--- src/hdl/rpa_pkg.sv ---
// ----------------------------------------------------------------------------
// rpa_pkg
// Shared types and codes of the rectangle pool allocator.
// ----------------------------------------------------------------------------
`default_nettype none

package rpa_pkg;

	localparam int unsigned DIM_BITS = 12;
	localparam int unsigned REG_W    = DIM_BITS + 1;
	localparam int unsigned POS_W    = DIM_BITS;
	localparam int unsigned CNT_W    = 16;

	typedef enum logic [1:0] {
		ST_OK       = 2'd0,
		ST_BAD_SIZE = 2'd1,
		ST_NO_FIT   = 2'd2,
		ST_FULL     = 2'd3
	} res_code_t;

	typedef enum logic {
		OP_REQUEST = 1'b0,
		OP_RELEASE = 1'b1
	} op_t;

	typedef enum logic {
		REG_POOL_WIDTH  = 1'b0,
		REG_POOL_HEIGHT = 1'b1
	} reg_idx_t;

	typedef struct packed {
		logic      load_in;
		logic      pass_start;
		logic      pass_fit;
		logic      from_cur;
		logic      mul;
		logic      split;
		logic      next_piece;
		logic      append;
		logic      commit;
		logic      finish;
		res_code_t code;
	} ctl_cmd_t;

	typedef struct packed {
		logic is_rel;
		logic bad_size;
		logic piece_zero;
		logic pass_done;
		logic hit;
		logic full;
		logic has_b;
		logic out_free;
	} dp_stat_t;

endpackage

`default_nettype wire

--- src/hdl/rpa_ctrl.sv ---
// ----------------------------------------------------------------------------
// rpa_ctrl
// Sequencer: fit scan, split, merge passes, append, commit and result.
// ----------------------------------------------------------------------------
`default_nettype none

module rpa_ctrl (
	input  wire logic              clk,
	input  wire logic              arst_n,
	input  wire logic              in_valid,
	output logic                   in_ready,
	output rpa_pkg::ctl_cmd_t      cmd,
	input  wire rpa_pkg::dp_stat_t st
);

	typedef enum logic [3:0] {
		S_IDLE, S_DECODE, S_FIT, S_MUL, S_SPLIT, S_PIECE, S_MRG, S_APPEND, S_FINISH
	} state_t;

	state_t              state_q, state_d;
	rpa_pkg::res_code_t  code_q, code_d;

	always_comb begin
		cmd      = '0;
		cmd.code = code_q;
		state_d  = state_q;
		code_d   = code_q;
		unique case (state_q)
			S_IDLE: begin
				if (in_valid) begin
					cmd.load_in = 1'b1;
					state_d     = S_DECODE;
				end
			end
			S_DECODE: begin
				if (st.is_rel) begin
					if (st.piece_zero) begin
						code_d  = rpa_pkg::ST_OK;
						state_d = S_FINISH;
					end else begin
						cmd.pass_start = 1'b1;
						cmd.from_cur   = 1'b1;
						state_d        = S_MRG;
					end
				end else if (st.bad_size) begin
					code_d  = rpa_pkg::ST_BAD_SIZE;
					state_d = S_FINISH;
				end else begin
					cmd.pass_start = 1'b1;
					cmd.pass_fit   = 1'b1;
					cmd.from_cur   = 1'b1;
					state_d        = S_FIT;
				end
			end
			S_FIT: begin
				if (st.pass_done) begin
					if (st.hit) begin
						state_d = S_MUL;
					end else begin
						code_d  = rpa_pkg::ST_NO_FIT;
						state_d = S_FINISH;
					end
				end
			end
			S_MUL: begin
				cmd.mul = 1'b1;
				state_d = S_SPLIT;
			end
			S_SPLIT: begin
				cmd.split = 1'b1;
				state_d   = S_PIECE;
			end
			S_PIECE: begin
				if (st.piece_zero) begin
					if (st.has_b) begin
						cmd.next_piece = 1'b1;
					end else begin
						cmd.commit = 1'b1;
						code_d     = rpa_pkg::ST_OK;
						state_d    = S_FINISH;
					end
				end else begin
					cmd.pass_start = 1'b1;
					state_d        = S_MRG;
				end
			end
			S_MRG: begin
				if (st.pass_done) begin
					if (st.hit) begin
						cmd.pass_start = 1'b1;
					end else begin
						state_d = S_APPEND;
					end
				end
			end
			S_APPEND: begin
				cmd.append = 1'b1;
				if (st.full) begin
					cmd.commit = st.is_rel;
					code_d     = rpa_pkg::ST_FULL;
					state_d    = S_FINISH;
				end else if (!st.is_rel && st.has_b) begin
					cmd.next_piece = 1'b1;
					state_d        = S_PIECE;
				end else begin
					cmd.commit = 1'b1;
					code_d     = rpa_pkg::ST_OK;
					state_d    = S_FINISH;
				end
			end
			S_FINISH: begin
				if (st.out_free) begin
					cmd.finish = 1'b1;
					state_d    = S_IDLE;
				end
			end
			default: state_d = S_IDLE;
		endcase
	end

	always_ff @(posedge clk or negedge arst_n) begin
		if (!arst_n) begin
			state_q  <= S_IDLE;
			code_q   <= rpa_pkg::ST_OK;
			in_ready <= 1'b1;
		end else begin
			state_q  <= state_d;
			code_q   <= code_d;
			in_ready <= (state_d == S_IDLE);
		end
	end

endmodule

`default_nettype wire

--- config.mk ---
export PLATFORM = sky130hd
export DESIGN_NAME = rpa_ctrl
export DESIGN_NICKNAME = d
export VERILOG_FILES = /design/src/hdl/rpa_pkg.sv /design/src/hdl/rpa_ctrl.sv
export SDC_FILE = /design/constraint.sdc
export NUM_CORES = 1
export LEC_CHECK = 0
export BUFFER_PORTS_ARGS = -buffer_cell sky130_fd_sc_hd__buf_2
export CAP_MARGIN = 20
export CORE_MARGIN = 4
export CORE_UTILIZATION = 35
export CTS_CLUSTER_SIZE = 12
export DETAILED_ROUTE_END_ITERATION = 16
export SYNTH_ARGS = -nofsm -noshare
export SYNTH_HDL_FRONTEND = slang
export SYNTH_SLANG_ARGS = --single-unit
--- constraint.sdc ---
create_clock -name clk -period 4.62 [get_ports clk]
set_input_delay 0 -clock clk [delete_from_list [all_inputs] [get_ports clk]]
set_output_delay 0 -clock clk [all_outputs]
set_load 0.01 [all_outputs]
==> flow_summary.toml <==
[route]
drc = 0
route.met3.wl_um = 124
first_pass_iters = 4
routed_wl_um = 1680
wl_per_cell_um = 13.8
met1_length_um = 746
highest_layer = "met4"
via_per_inst = 5.43
routed-wl-met2_um = 787
drt_iter0_markers = 20
num_vias = 663
ant_nets = 0

[layout]
utilization = 0.457
fin_nets = 109
final_common_cell = "buf_2"
final_cell_mix = "buf_2, nor2_1, dfrtp_1, o21ai_0"
drive_gt1_frac = 0.392
final_area_um2 = 788
syn_to_final_growth_pct = 22.3
num_antenna_cells = 0

[critical_path]
crit_path_start_kind = "flop"
critPathMaxFanout = 17
crit_path_end_kind = "flop"
cp_data_required_time_ns = 4.75
worstPathArrival_ns = 1.97
worstSetupPathType = "reg2reg"

[global_route]
grt-ovfl-total = 0
antenna_found_initial = 0
grt_max_degree = 19
grt_pass1_wl_um = 2950
grtUsageTotal = 0.148
grt_pass1_vias = 649

[timing]
setup_viol = 0
post-route-min-period_ns = 1.84
rsz0062_at_grt = "no"
slew_headroom = 0.663
fmax_ghz = 0.542
finalHoldViolCount = 0
report.final.slew_viol_count = 0
worst_pin_slew_ns = 0.500
fin_crit_sh = 0.399
timing.clock.skew_ns = 0.00221
tns_ns = 0
hold_ws_ns = 0.105

[placement]
io_buffers = 23
placed_area_um2 = 752
gp_congestion = 0.784
place_hpwl_um = 1260

[run_status]
status = "complete, no violations"

[yosys]
synth-edff-count = 0
yosysSeqAreaShare = 0.274
synth_fp_nets = 85
ys.flop_type = "dfrtp_1"
synthArstFlopShare = 1.00
yosysTopAreaCellShare = 0.233
synthCells = 74
yosysTopAreaCell = "dfrtp_1"
yosysUniqueCellTypes = 40
synth_area_leaders = "dfrtp_1, nor2_1, dfstp_2"
ys_warn_count = 0
syn_area_per_cell_um2 = 8.71
syn_area_um2 = 644
synth-seq-cells = 7

[pwr]
vdd_drop_max_uv = 312
power_density_nw_per_um2 = 478
leakage_nw = 0.391
power.total_mw = 0.377

[clock_network]
cts_tree = "yes"
cts.sinks = 7
htree_num_levels = 1
postCtsResizedCells = 0
post_cts_buffers = 0
cts_buffers = 3
holdBufCountCts = 1
worstSkewPairLatency_ns = 0.25
path_clk_slew_ns = 0.05
clockBufferDepth = 2
cts_root_buffer = "clkbuf_4"

[floorplanning]
coreArea_um2 = 1730
start_util = 0.373
dieArea_um2 = 2590
rows = 15
die_h_um = 50.9
io_pins = 24
dieWidth_um = 50.9

[worst_hold_path]
min_path_type = "in2async"

[run]
cap_violations = 0
## registers in the layout, summed over array words and instances (netlist names)
name,flops
in_ready,1
state_q,4
code_q,2
## synth_stat cells (2+ instances only)
cell	count
nand2_1	3
a32oi_1	2
o22ai_1	2
or3b_2	2
nand4b_1	2
a21oi_1	2
nor3_1	2
nor2b_1	3
and2b_2	2
o21ai_0	4
dfrtp_1	6
nor2_1	9
inv_1	3
and4b_1	2
buf_6	2
o211ai_1	2
and3_1	3
## kinds of logic after synthesis
| logic type | Yosys count | synth area share |
|---|---|---|
| buf+inv | 8 | 0.0777 |
| simple gates | 39 | 0.404 |
| mux | 2 | 0.0349 |
| flops | 7 | 0.274 |
| compound gates | 18 | 0.210 |
## metal layers
layer | global-route usage | vias up
met5 | 0 | -
met4 | 0.0628 | 0
met3 | 0.0350 | 3
met2 | 0.221 | 27
met1 | 0.201 | 307
li1 | - | 326
## worst paths after layout
kind | start | end | slack [ns] | depth (start not counted)
min reg2reg | code_q[0]$_DFFE_PN0P_ | code_q[0]$_DFFE_PN0P_ | 0.49 | 1
min | arst_n | state_q[2]$_DFF_PN0_ | 0.10 | 2
max in group asynchronous | arst_n | in_ready$_DFF_PN1_ | 4.29 | 2
min in group clk | st[0] | state_q[3]$_DFF_PN0_ | 0.14 | 3
max | state_q[1]$_DFF_PN0_ | code_q[0]$_DFFE_PN0P_ | 2.78 | 4
max reg2reg | state_q[1]$_DFF_PN0_ | code_q[0]$_DFFE_PN0P_ | 2.78 | 4
## worst max-delay path: stages, from the launching register on
cell and delay (ns):
dfrtp_1 0.62, and2b_2 0.31, a32oi_2 0.26, and3_2 0.23
mux2_1 0.31
## cell type report
| class | count | area [um2] |
|---|---|---|
| timing repair buffer | 24 | 125 |
| sequential | 7 | 176 |
| multi-input combinational | 59 | 418 |
| tap | 25 | 31.3 |
| clock buffer | 4 | 26.3 |
| fill | 185 | 938 |
| inverter | 3 | 11.3 |
## power by group
| group | switching (mW) | internal [mW] | leakage [nW] |
|---|---|---|---|
| clock | 0.0205 | 0.0328 | 0.0150 |
| combinational | 0.100 | 0.0907 | 0.288 |
| sequential | 0.0460 | 0.0870 | 0.0885 |
| total | 0.167 | 0.211 | 0.391 |
## metrics by stage
step	setup slack [ns]	instances
6_report	2.78	122
2_1_floorplan	3.05	74
5_1_grt	2.66	122
3_5_place_dp	2.78	117
3_3_place_gp	2.82	117
4_1_cts	2.77	122
Note: power is estimated with default switching activity, not from simulation.
